==> config.mk <==
export PLATFORM = sky130hd
export DESIGN_NAME = video_line_sync_burst_classifier
export DESIGN_NICKNAME = d
export VERILOG_FILES = /design/src/hdl/vlsbc_pkg.sv /design/src/hdl/video_line_sync_burst_classifier.sv
export VERILOG_INCLUDE_DIRS = /design/src /design/src/hdl
export SDC_FILE = /design/constraint.sdc
export NUM_CORES = 1
export LEC_CHECK = 0
export ABC_AREA = 1
export BUFFER_PORTS_ARGS = -buffer_cell sky130_fd_sc_hd__clkbuf_2
export CAP_MARGIN = 20
export CORE_MARGIN = 2
export CORE_UTILIZATION = 55
export CTS_CLUSTER_SIZE = 30
export DETAILED_ROUTE_END_ITERATION = 16
export PLACE_DENSITY_LB_ADDON = 0.25
export SYNTH_ARGS = -nofsm -noshare
export SYNTH_HDL_FRONTEND = slang
export SYNTH_SLANG_ARGS = --single-unit
==> constraint.sdc <==
create_clock -name clk -period 4.84 [get_ports clk]
set_clock_uncertainty 0.2 [all_clocks]
set_input_delay 0.968 -clock clk [delete_from_list [all_inputs] [get_ports clk]]
set_output_delay 0.968 -clock clk [all_outputs]
set_load 0.01 [all_outputs]
==> src/hdl/video_line_sync_burst_classifier_assert.svh <==
// Assertion macros shared by the video line sync and burst classifier RTL.
`ifndef VIDEO_LINE_SYNC_BURST_CLASSIFIER_ASSERT_SVH
`define VIDEO_LINE_SYNC_BURST_CLASSIFIER_ASSERT_SVH
`ifndef SYNTH
`define VLSBC_ASSERT_IMP(lbl, clk, rst_n, ante, cons, msg) \
	lbl: assert property (@(posedge clk) disable iff (!rst_n) (ante) |-> (cons)) \
		else $error(msg);
`define VLSBC_ASSERT_NEXT(lbl, clk, rst_n, ante, cons, msg) \
	lbl: assert property (@(posedge clk) disable iff (!rst_n) (ante) |=> (cons)) \
		else $error(msg);
`else
`define VLSBC_ASSERT_IMP(lbl, clk, rst_n, ante, cons, msg)
`define VLSBC_ASSERT_NEXT(lbl, clk, rst_n, ante, cons, msg)
`endif
`endif

==> src/hdl/vlsbc_pkg.sv <==
// Package with types and constants of the video line sync and burst classifier.
`default_nettype none
package vlsbc_pkg;

	typedef logic [1:0] pulse_kind_t;

	localparam pulse_kind_t KIND_H     = 2'd0;
	localparam pulse_kind_t KIND_EQ    = 2'd1;
	localparam pulse_kind_t KIND_BROAD = 2'd2;

	// Register indexes on the configuration port.
	localparam logic [1:0] REG_VIDEO_STANDARD = 2'd0;
	localparam logic [1:0] REG_NOMINAL_LINE   = 2'd1;
	localparam logic [1:0] REG_SOURCE_ROW_OFS = 2'd2;

	localparam int PADDR_W = 4;
	localparam int PDATA_W = 32;

	localparam logic [11:0] NOMINAL_LINE_RESET = 12'd1135;

	// Field windows of the active picture.
	localparam logic [9:0] PAL_F1_FIRST  = 10'd23;
	localparam logic [9:0] PAL_F2_FIRST  = 10'd335;
	localparam logic [9:0] PAL_PER_FIELD = 10'd288;
	localparam logic [9:0] NTSC_F1_FIRST  = 10'd22;
	localparam logic [9:0] NTSC_F2_FIRST  = 10'd284;
	localparam logic [9:0] NTSC_PER_FIELD = 10'd240;

	// Colour burst blanking for each PAL sequence field.
	function automatic logic pal_blanked(input logic [9:0] line, input logic [1:0] seq);
		logic b;
		unique case (seq)
			2'd0: b = (line >= 10'd623) || (line <= 10'd6);
			2'd1: b = (line >= 10'd310) && (line <= 10'd318);
			2'd2: b = (line >= 10'd622) || (line <= 10'd5);
			default: b = (line >= 10'd311) && (line <= 10'd319);
		endcase
		return b;
	endfunction

endpackage
`default_nettype wire

==> src/hdl/video_line_sync_burst_classifier.sv <==
// An accepted line descriptor passes the input register, then the result
// register. Throughput: one descriptor per cycle while out_ready keeps the
// result register moving; the decode is one registered pass between them.
// A stalled result register holds its transaction while the input register
// still fills, so the two sides are decoupled by one stage.
// Reset: arst_n clears the valid flags and restores the register defaults.
`default_nettype none
module video_line_sync_burst_classifier (
	input  wire logic                            clk,
	input  wire logic                            arst_n,
	// Configuration port.
	input  wire logic                            psel,
	input  wire logic                            penable,
	input  wire logic                            pwrite,
	input  wire logic [vlsbc_pkg::PADDR_W-1:0]   paddr,
	input  wire logic [vlsbc_pkg::PDATA_W-1:0]   pwdata,
	output logic      [vlsbc_pkg::PDATA_W-1:0]   prdata,
	output logic                                 pready,
	// Line descriptor channel.
	input  wire logic                            in_valid,
	output logic                                 in_ready,
	input  wire logic                            frame_parity,
	input  wire logic [9:0]                      line_number,
	input  wire logic [1:0]                      field_number,
	input  wire logic [1:0]                      base_pulse_kind,
	input  wire logic                            base_two_half_pulses,
	input  wire logic                            table_burst_enable,
	input  wire logic                            active_picture_line,
	// Result channel.
	output logic                                 out_valid,
	input  wire logic                            out_ready,
	output logic [1:0]                           first_pulse_kind,
	output logic                                 second_pulse_present,
	output logic [1:0]                           second_pulse_kind,
	output logic [12:0]                          line_sample_count,
	output logic [11:0]                          half_line_offset,
	output logic [1:0]                           color_sequence,
	output logic                                 burst_enable,
	output logic                                 burst_phase_positive,
	output logic                                 v_axis_invert,
	output logic                                 active_valid,
	output logic [9:0]                           active_row,
	output logic [11:0]                          image_row
);
	import vlsbc_pkg::*;
	`include "video_line_sync_burst_classifier_assert.svh"

	// Configuration registers.
	logic        video_standard_q;
	logic [11:0] nominal_line_samples_q;
	logic [10:0] row_offset_q;
	logic [1:0]  reg_index;
	logic        cfg_write;

	assign reg_index = paddr[3:2];
	assign cfg_write = psel && penable && pwrite;
	assign pready    = 1'b1;

	always_ff @(posedge clk or negedge arst_n) begin
		if (!arst_n) begin
			video_standard_q       <= 1'b0;
			nominal_line_samples_q <= NOMINAL_LINE_RESET;
			row_offset_q           <= '0;
		end else if (cfg_write) begin
			unique case (reg_index)
				REG_VIDEO_STANDARD: video_standard_q       <= pwdata[0];
				REG_NOMINAL_LINE:   nominal_line_samples_q <= pwdata[11:0];
				REG_SOURCE_ROW_OFS: row_offset_q           <= pwdata[10:0];
				default: ;
			endcase
		end
	end

	always_comb begin
		unique case (reg_index)
			REG_VIDEO_STANDARD: prdata = {31'd0, video_standard_q};
			REG_NOMINAL_LINE:   prdata = {20'd0, nominal_line_samples_q};
			REG_SOURCE_ROW_OFS: prdata = {21'd0, row_offset_q};
			default:            prdata = '0;
		endcase
	end

	// Handshake of the two stages.
	logic v_s1;
	logic v_s2;
	logic adv_s1;

	assign adv_s1   = !v_s2 || out_ready;
	assign in_ready = !v_s1 || adv_s1;
	assign out_valid = v_s2;

	always_ff @(posedge clk or negedge arst_n) begin
		if (!arst_n) begin
			v_s1 <= 1'b0;
			v_s2 <= 1'b0;
		end else begin
			if (in_ready) begin
				v_s1 <= in_valid;
			end
			if (adv_s1) begin
				v_s2 <= v_s1;
			end
		end
	end

	// Input register.
	logic        parity_s1;
	logic [9:0]  line_s1;
	logic [1:0]  field_s1;
	logic [1:0]  base_s1;
	logic        two_s1;
	logic        tburst_s1;
	logic        active_pic_s1;

	always_ff @(posedge clk) begin
		if (in_valid && in_ready) begin
			parity_s1     <= frame_parity;
			line_s1       <= line_number;
			field_s1      <= field_number;
			base_s1       <= base_pulse_kind;
			two_s1        <= base_two_half_pulses;
			tburst_s1     <= table_burst_enable;
			active_pic_s1 <= active_picture_line;
		end
	end

	// Line decode.
	logic        pal;
	pulse_kind_t base;
	pulse_kind_t k1;
	pulse_kind_t k2;
	logic        has2;
	logic        overridden;
	logic [12:0] count;
	logic [13:0] count_inc;
	logic [11:0] half;
	logic [1:0]  seq_raw;
	logic [1:0]  seq;
	logic        burst;
	logic        pos;
	logic        vinv;
	logic        pos_odd;
	logic [9:0]  f1_first;
	logic [9:0]  f2_first;
	logic [9:0]  per_field;
	logic [9:0]  fl;
	logic        in_f1;
	logic        in_f2;
	logic        valid;
	logic [9:0]  row;
	logic [11:0] srow;

	assign pal  = !video_standard_q;
	assign base = (base_s1 == 2'd3) ? KIND_BROAD : base_s1;

	always_comb begin
		k1         = base;
		k2         = KIND_H;
		has2       = 1'b0;
		overridden = 1'b1;
		priority if (pal && (line_s1 == 10'd1 || line_s1 == 10'd2 ||
				line_s1 == 10'd314 || line_s1 == 10'd315)) begin
			k1 = KIND_BROAD; k2 = KIND_BROAD; has2 = 1'b1;
		end else if (pal && line_s1 == 10'd3) begin
			k1 = KIND_BROAD; k2 = KIND_EQ; has2 = 1'b1;
		end else if (pal && line_s1 == 10'd313) begin
			k1 = KIND_EQ; k2 = KIND_BROAD; has2 = 1'b1;
		end else if (pal && (line_s1 == 10'd6 || line_s1 == 10'd318)) begin
			k1 = KIND_EQ;
		end else if (pal && (line_s1 == 10'd4 || line_s1 == 10'd5 ||
				line_s1 == 10'd311 || line_s1 == 10'd312 ||
				line_s1 == 10'd316 || line_s1 == 10'd317 ||
				line_s1 == 10'd623 || line_s1 == 10'd624 ||
				line_s1 == 10'd625)) begin
			k1 = KIND_EQ; k2 = KIND_EQ; has2 = 1'b1;
		end else if (!pal && line_s1 == 10'd263) begin
			k1 = KIND_H; k2 = KIND_EQ; has2 = 1'b1;
		end else begin
			overridden = 1'b0;
		end
		if (!overridden && two_s1) begin
			k2   = base;
			has2 = 1'b1;
			// NTSC field 2 vertical interval starts on a half line.
			if (!pal) begin
				priority if (line_s1 == 10'd266) begin
					k1 = KIND_EQ; k2 = KIND_BROAD;
				end else if (line_s1 == 10'd269) begin
					k1 = KIND_BROAD; k2 = KIND_EQ;
				end else if (line_s1 == 10'd272) begin
					k1 = KIND_EQ; k2 = KIND_H; has2 = 1'b0;
				end else begin
				end
			end
		end
	end

	always_comb begin
		count = {1'b0, nominal_line_samples_q};
		if (pal && (line_s1 == 10'd313 || line_s1 == 10'd625)) begin
			count = {1'b0, nominal_line_samples_q} + 13'd2;
		end
	end

	assign count_inc = {1'b0, count} + 14'd1;
	assign half      = count_inc[12:1];

	assign seq_raw = {parity_s1, 1'b0} + field_s1 + 2'd3;
	assign pos_odd = (seq_raw == 2'd0) || (seq_raw == 2'd1);

	always_comb begin
		if (pal) begin
			seq   = seq_raw;
			burst = (base == KIND_H) && !pal_blanked(line_s1, seq_raw);
			pos   = line_s1[0] ? pos_odd : !pos_odd;
			vinv  = !pos;
		end else begin
			seq   = 2'd0;
			burst = tburst_s1;
			pos   = 1'b0;
			vinv  = 1'b0;
		end
	end

	assign f1_first  = pal ? PAL_F1_FIRST : NTSC_F1_FIRST;
	assign f2_first  = pal ? PAL_F2_FIRST : NTSC_F2_FIRST;
	assign per_field = pal ? PAL_PER_FIELD : NTSC_PER_FIELD;

	assign in_f1 = (line_s1 >= f1_first) && (line_s1 < f1_first + per_field);
	assign in_f2 = (line_s1 >= f2_first) && (line_s1 < f2_first + per_field);

	always_comb begin
		valid = 1'b0;
		fl    = '0;
		row   = '0;
		srow  = '0;
		if (base == KIND_H && active_pic_s1) begin
			if (in_f1) begin
				valid = 1'b1;
				fl    = line_s1 - f1_first;
				row   = fl;
			end else if (in_f2) begin
				valid = 1'b1;
				fl    = line_s1 - f2_first;
				row   = per_field + fl;
			end
			if (valid) begin
				srow = {1'b0, row_offset_q} + {1'b0, fl, 1'b0}
					+ {11'd0, field_s1 == 2'd1};
			end
		end
	end

	// Result register.
	always_ff @(posedge clk) begin
		if (adv_s1 && v_s1) begin
			first_pulse_kind     <= k1;
			second_pulse_present <= has2;
			second_pulse_kind    <= k2;
			line_sample_count    <= count;
			half_line_offset     <= half;
			color_sequence       <= seq;
			burst_enable         <= burst;
			burst_phase_positive <= pos;
			v_axis_invert        <= vinv;
			active_valid         <= valid;
			active_row           <= row;
			image_row            <= srow;
		end
	end

	`VLSBC_ASSERT_NEXT(a_capture, clk, arst_n, in_valid && in_ready, v_s1,
		"accepted transaction not held in input stage")
	`VLSBC_ASSERT_IMP(a_no_second, clk, arst_n, out_valid && !second_pulse_present,
		second_pulse_kind == KIND_H, "absent second pulse has nonzero kind")
	`VLSBC_ASSERT_IMP(a_inactive_rows, clk, arst_n, out_valid && !active_valid,
		active_row == 10'd0 && image_row == 12'd0, "inactive line carries rows")
	`VLSBC_ASSERT_IMP(a_phase_excl, clk, arst_n, out_valid,
		!(burst_phase_positive && v_axis_invert), "burst phase and V switch both set")

endmodule
`default_nettype wire
==> flow_summary.toml, run 1 <==
[outcome]
status = "finished clean"

[timing]
slew_headroom = 0.504
report.final.slew_viol_count = 0
grt_setup_unrepaired = "no"
fmax_ghz = 0.233
fin_ws_ps = 549
setup_viol = 0
fin_tns_setup_ps = 0
hold_viol = 0
period_needed_ps = 4290
period_share = 0.887
tightest_slew_ps = 741

[pwr]
power_leakage_uw = 0.00357
ir_drop_mv = 0.201
p_per_area_mw_per_mm2 = 364

[global_route]
grt_pass1_wl_mm = 23.7
globalRouteTotalUtil = 0.238
grt-ovfl-total = 0
grt_antenna_before_repair = 0
grt_start_max_net_pins = 59
grt_pass1_vias = 5015

[clocking]
htreeDepth = 3
cts-resized-gates = 0
post-cts-setup-buffers = 0
cts_buffers = 9
clockRootBuffer = "clkbuf_16"
ctsHoldBuffers = 0
cts_tree = "yes"
clkSinkCount = 102
clkSlewWorstSetupHoldPaths_ps = 70
clk_latency_ps = 360
clockBufferDepth = 2

[worst_setup_path]
reg2reg_slack_ps = 550
crit_start = "line_s1[0]"
path_class = "reg -> reg"
r2r_end = "image_row[11]"
critPathMaxFanout = 7
rr_worst_depth = 25
rr_startpoint = "line_s1[0]"
cp.required_ps = 4730
endpoint_kind = "flop"
start_kind = "flop"
cp.arrival_ps = 4180

[synth]
synth.distinct_cells = 46
synthTopCellsByArea = "edfxtp_1 (35%), nand2_1 (11%), dfrtp_1 (7.3%)"
syn-cell-area_sq_mm = 0.00648
synth_edf_count = 76
yosys_warnings = 0
avgSynthCellArea_sq_um = 8.25
synth-main-ff-cell = "edfxtp_1"
ys_async_sr_fraction = 0.255
ys_seq_area_frac = 0.454
netlist.top_cell.by_area = "edfxtp_1"
ys_ff_latch = 102
syn_inst = 786
yosysTopAreaCellShare = 0.352

[finish]
area_growth_pct = 14.1
layout-drive-gt1-share = 0.183
diodes = 0
fillers = 1012
nets = 988

[drt]
vias_per_cell = 5.28
vias = 5507
avgRoutedWirePerCell_um = 14.3
drt_pre_antenna_iters = 5
finalWirelength_mm = 15.0
drt_iter0_markers = 392
ant_nets = 0
drc = 0

[die]
start_util = 0.566
ioPinCount = 154
core_sq_mm = 0.0115
num_rows = 39
die_w_um = 113
die_area_sq_mm = 0.0127
dieHeight_um = 113

[placement]
dp_slack_ps = 617
io_buffers = 110
hpwl_mm = 11.4
gp_congestion = 0.941

[hold_path]
whs_path_depth = 2
hp-start = "nominal_line_samples_q[10]"
hold_class = "reg -> reg"
hold_end = "nominal_line_samples_q[10]"

[flow_run]
cap_violations = 0
-- where the power goes --
part | switching (uW) | total [uW] | internal (uW)
Clock | 322 | 735 | 413
Combinational | 495 | 765 | 270
Sequential | 95.1 | 1200 | 1100
-- layout by cell type, fill, tap and decap left out, types with 2 or more instances in the layout --
master     instances
o21ai_4            2
buf_4              5
dfrtp_1           19
nor3_1             5
edfxtp_1          76
and3_1             2
xnor2_1            3
xor2_1            23
nand4_1           14
inv_2              4
nand3_2            2
ha_1              30
nor2_1            79
clkbuf_2         111
o21ai_0           66
or2_2              2
nand3_4            2
inv_1             97
nand2_2            4
o21bai_1           3
dfstp_2            7
o21a_1             3
clkinv_2           2
o21ai_1            2
a31oi_1            3
fa_1               2
inv_4              2
o21ai_2            4
clkbuf_16         11
nor2_4             3
nand3_1           56
a21oi_1           33
conb_1            21
nand2_1          188
-- sequential cells by signal (all words and copies together) (netlist names), 2 cells and up --
register                cells
color_sequence              2
second_pulse_kind           2
field_s1                    2
line_s1                    10
row_offset_q               11
nominal_line_samples_q     12
base_s1                     2
active_row                 10
half_line_offset           12
image_row                  12
line_sample_count          13
first_pulse_kind            2
-- Yosys cell counts (all sizes together), types with 5 or more instances --
cell and number:
a21oi 34, buf 30, clkbuf 6, dfrtp 19, dfstp 7, edfxtp 76
ha 30, inv 102, nand2 193, nand3 60, nand4 14, nor2 83
nor3 5, o21ai 74, xor2 23
-- cell type report --
| cell class | instances | area [sq um] | area share |
|---|---|---|---|
| multi-input cells | 564 | 3000 | 0.405 |
| flip-flops and latches | 102 | 2940 | 0.397 |
| repair buffers | 115 | 588 | 0.0795 |
| inverters | 103 | 389 | 0.0526 |
| clock buffers | 12 | 280 | 0.0379 |
| well taps | 143 | 179 | 0.0242 |
| clock inverters | 4 | 25.0 | 0.00338 |
-- worst max-delay path by stage --
stage | slack (ps) | to
3_3_place_gp | 640 | image_row[7]
2_1_floorplan | 310 | active_row[0]
4_1_cts | 590 | image_row[11]
5_1_grt | 80 | image_row[11]
3_5_place_dp | 620 | image_row[11]
6_report | 550 | image_row[11]
-- per-stage QoR --
stage / power (uW) / hold slack [ps] / utilization / instance area (sq um) / std cells
4_1_cts: 2710 / 319 / 0.645 / 7400 / 1043
2_1_floorplan: 1740 / 247 / - / 6560 / 805
5_1_grt: 2850 / 335 / 0.645 / 7400 / 1043
6_report: 2700 / 320 / 0.645 / 7400 / 1043
3_5_place_dp: 1970 / 307 / 0.619 / 7100 / 1027
3_3_place_gp: 1960 / 300 / 0.619 / 7100 / 1027
-- critical path, stage by stage (launching register included) --
cell	delay, ps
edfxtp_1	520
inv_2	130
ha_1	190
inv_1	120
fa_1	420
inv_1	90
nor2_1	60
nand2_1	100
nand2_1	90
nand2_1	70
nand3_1	70
nand2_1	60
nand2_1	140
nand2_1	120
inv_1	100
a22oi_1	200
inv_1	70
ha_1	370
a21oi_1	230
o21ai_0	130
nand2_1	70
o2111ai_1	160
nand2_1	100
nand2_1	50
a21oi_1	120
nor2_1	60
-- routing by layer --
metal  vias up  routed length (um)  global-route usage
li1       2781                   -                   -
met1      2492                6370               0.316
met2       206                7160               0.392
met3        28                1080              0.0410
met4         0                 353              0.0927
met5         -                   0                   0
-- kinds of logic (layout without fill, tap and decap cells) --
group,Yosys count,in the layout,share of synthesized area
buffers and inverters,139,234,0.0969
xor gates and xnor gates,26,26,0.0351
other,2,21,0.00116
AOI/OAI and AO/OA,125,125,0.109
and+or+nand+nor,360,360,0.240
DFF,102,102,0.454
adders and majority gates,32,32,0.0641
No activity file was read; power rests on OpenSTA's default activity.
==> run 2: changes to the inputs <==
==> constraint.sdc (replaced) <==
create_clock -name clk -period 4.18 [get_ports clk]
set_clock_uncertainty 0.2 [all_clocks]
set_input_delay 0.836 -clock clk [delete_from_list [all_inputs] [get_ports clk]]
set_output_delay 0.836 -clock clk [all_outputs]
set_load 0.01 [all_outputs]
==> run 2 against run 1 <==
Sequential cell count stayed put; global-route usage rose by 0.35 points; worst setup slack got worse by 200 ps; cell count up 0.96%; combinational power increased by 21%; critical path depth shrank 3; die area unchanged; critical path type unchanged; largest cell class unchanged; highest routed layer unchanged.
==> flow_summary.toml, run 2 (synthesis gave the netlist of run 1 again) <==
[outcome]
status = "finished clean"

[worst_setup_path]
reg2reg_slack_ps = 350
endpoint_kind = "flop"
cp.arrival_ps = 3750
worstPathCellList = "inv_2 -> ha_1 -> inv_1 -> fa_2 -> inv_1 -> nor2_1 -> nand2_1 -> nand2_1 -> nand2_1 -> nand3_1 -> nand2_1 -> nand2_1 -> nand2_2 -> o22a_1 -> inv_1 -> ha_1 -> nand2_1 -> o21ai_0 -> a21oi_1 -> o21ai_1 -> a21oi_1 -> o21a_1"
rr_startpoint = "line_s1[0]"
critPathMaxFanout = 5
r2r_end = "image_row[7]"
crit_slowest_cell = "edfxtp_1"
path_class = "reg -> reg"
critPathMaxStageDelay_ps = 420
crit_top_cell = "nand2_1"
rr_worst_depth = 22
start_kind = "flop"
cp.required_ps = 4100

[finish]
instances_no_fill = 1053
diodes = 0
fillers = 985
multi_input_area_sq_mm = 0.00303
area_growth_pct = 15.6
final_cell_mix = "nand2_1 (186), clkbuf_2 (110), inv_1 (97)"
seq_area_sq_mm = 0.00294
largest_reg_flops = 13
nets = 998
top_register = "line_sample_count"
layout-drive-gt1-share = 0.199
final_common_cell = "nand2_1"

[timing]
report.final.slew_viol_count = 0
setup_viol = 0
hold_viol = 0
fmax_ghz = 0.261
fin_tns_setup_ps = 0
period_share = 0.917
period_needed_ps = 3830
tightest_slew_ps = 738
slew_headroom = 0.506

[drt]
vias_per_cell = 5.25
drc = 0
ant_nets = 0
drt_pre_antenna_iters = 5
drt_iter0_markers = 374
finalWirelength_mm = 15.1
vias = 5532
avgRoutedWirePerCell_um = 14.3

[global_route]
grt_pass1_vias = 5103
grt_start_max_net_pins = 59
grt_antenna_before_repair = 0
globalRouteTotalUtil = 0.242
grt_pass1_wl_mm = 24.1
grt-ovfl-total = 0

[die]
ioPinCount = 154
num_rows = 39
start_util = 0.566
dieHeight_um = 113
die_area_sq_mm = 0.0127
die_w_um = 113
core_sq_mm = 0.0115

[placement]
hpwl_mm = 11.7
dp.cells = 1036
io_buffers = 110
gp_congestion = 0.947

[clocking]
clkSinkCount = 102
cts_buffers = 9
clockBufferDepth = 2
htreeDepth = 3
cts_tree = "yes"
clk_latency_ps = 360
clkSlewWorstSetupHoldPaths_ps = 70
clockRootBuffer = "clkbuf_16"

[pwr]
p_per_area_mw_per_mm2 = 419
ir_drop_mv = 0.404
power_leakage_uw = 0.00361
totalPowerFinal_uw = 3140

[hold_path]
hold_class = "in -> async"

[flow_run]
cap_violations = 0
-- run 2: cell count changes in the layout (fill, tap and decap cells not counted), moves of 2 or more --
| cell | delta |
|---|---|
| clkinv_2 | -2 |
| o21ai_0 | -5 |
| nand2_1 | -2 |
| a21oi_1 | -3 |
| a21oi_2 | +3 |
| clkbuf_1 | +2 |
| o21ai_1 | +4 |
| buf_4 | +10 |
| clkbuf_16 | -2 |
| clkinvlp_4 | +2 |
| nand2_2 | +2 |
-- run 2: final cells by class --
cell class / count / share of cell area
clock buffer: 11 / 0.0311
clock inverter: 5 / 0.00768
inverter: 103 / 0.0519
multi-input combinational: 564 / 0.405
sequential: 102 / 0.392
tap: 143 / 0.0239
timing repair buffer: 125 / 0.0885
-- run 2: power by group --
part	internal (uW)	switching [uW]	leakage (uW)
Clock	465	371	0.000134
Sequential	1280	106	0.00105
Combinational	332	592	0.00242
-- run 2: worst max-delay path by stage --
stage	slack, ps	end	from
3_3_place_gp	260	image_row[11]	line_s1[0]
5_1_grt	-8	image_row[11]	line_s1[0]
2_1_floorplan	90	image_row[7]	video_standard_q
4_1_cts	190	image_row[7]	line_s1[0]
6_report	350	image_row[7]	line_s1[0]
3_5_place_dp	220	image_row[7]	line_s1[0]
-- run 2: layer usage --
layer	part of all wire	up-vias	global-route usage
met5	0	-	0
met4	0.020	0	0.0821
met3	0.070	28	0.0540
met2	0.49	214	0.408
met1	0.42	2489	0.309
li1	-	2801	-
-- run 2: stage by stage --
stage / setup slack, ps / area [sq um] / util / hold slack (ps)
floorplan: 94.5 / 6560 / - / 257
global placement: 258 / 7160 / 0.625 / 298
detailed placement: 216 / 7160 / 0.625 / 299
CTS: 189 / 7450 / 0.650 / 314
global route: -7.63 / 7490 / 0.654 / 328
finish: 346 / 7490 / 0.654 / 290
-- run 2: worst max-delay path: cells and delay by family (launching register included) --
kind,cells,cell delay (ps)
buf+inv,4,380
simple gates,9,750
fa+ha+maj,3,910
flops,1,420
compound gates,6,940
-- run 2: repair_timing --
action	in CTS	in global routing
setup buffers	0	1
setup endpoints to repair	0	7
resized for setup	0	14
hold buffers	0	0
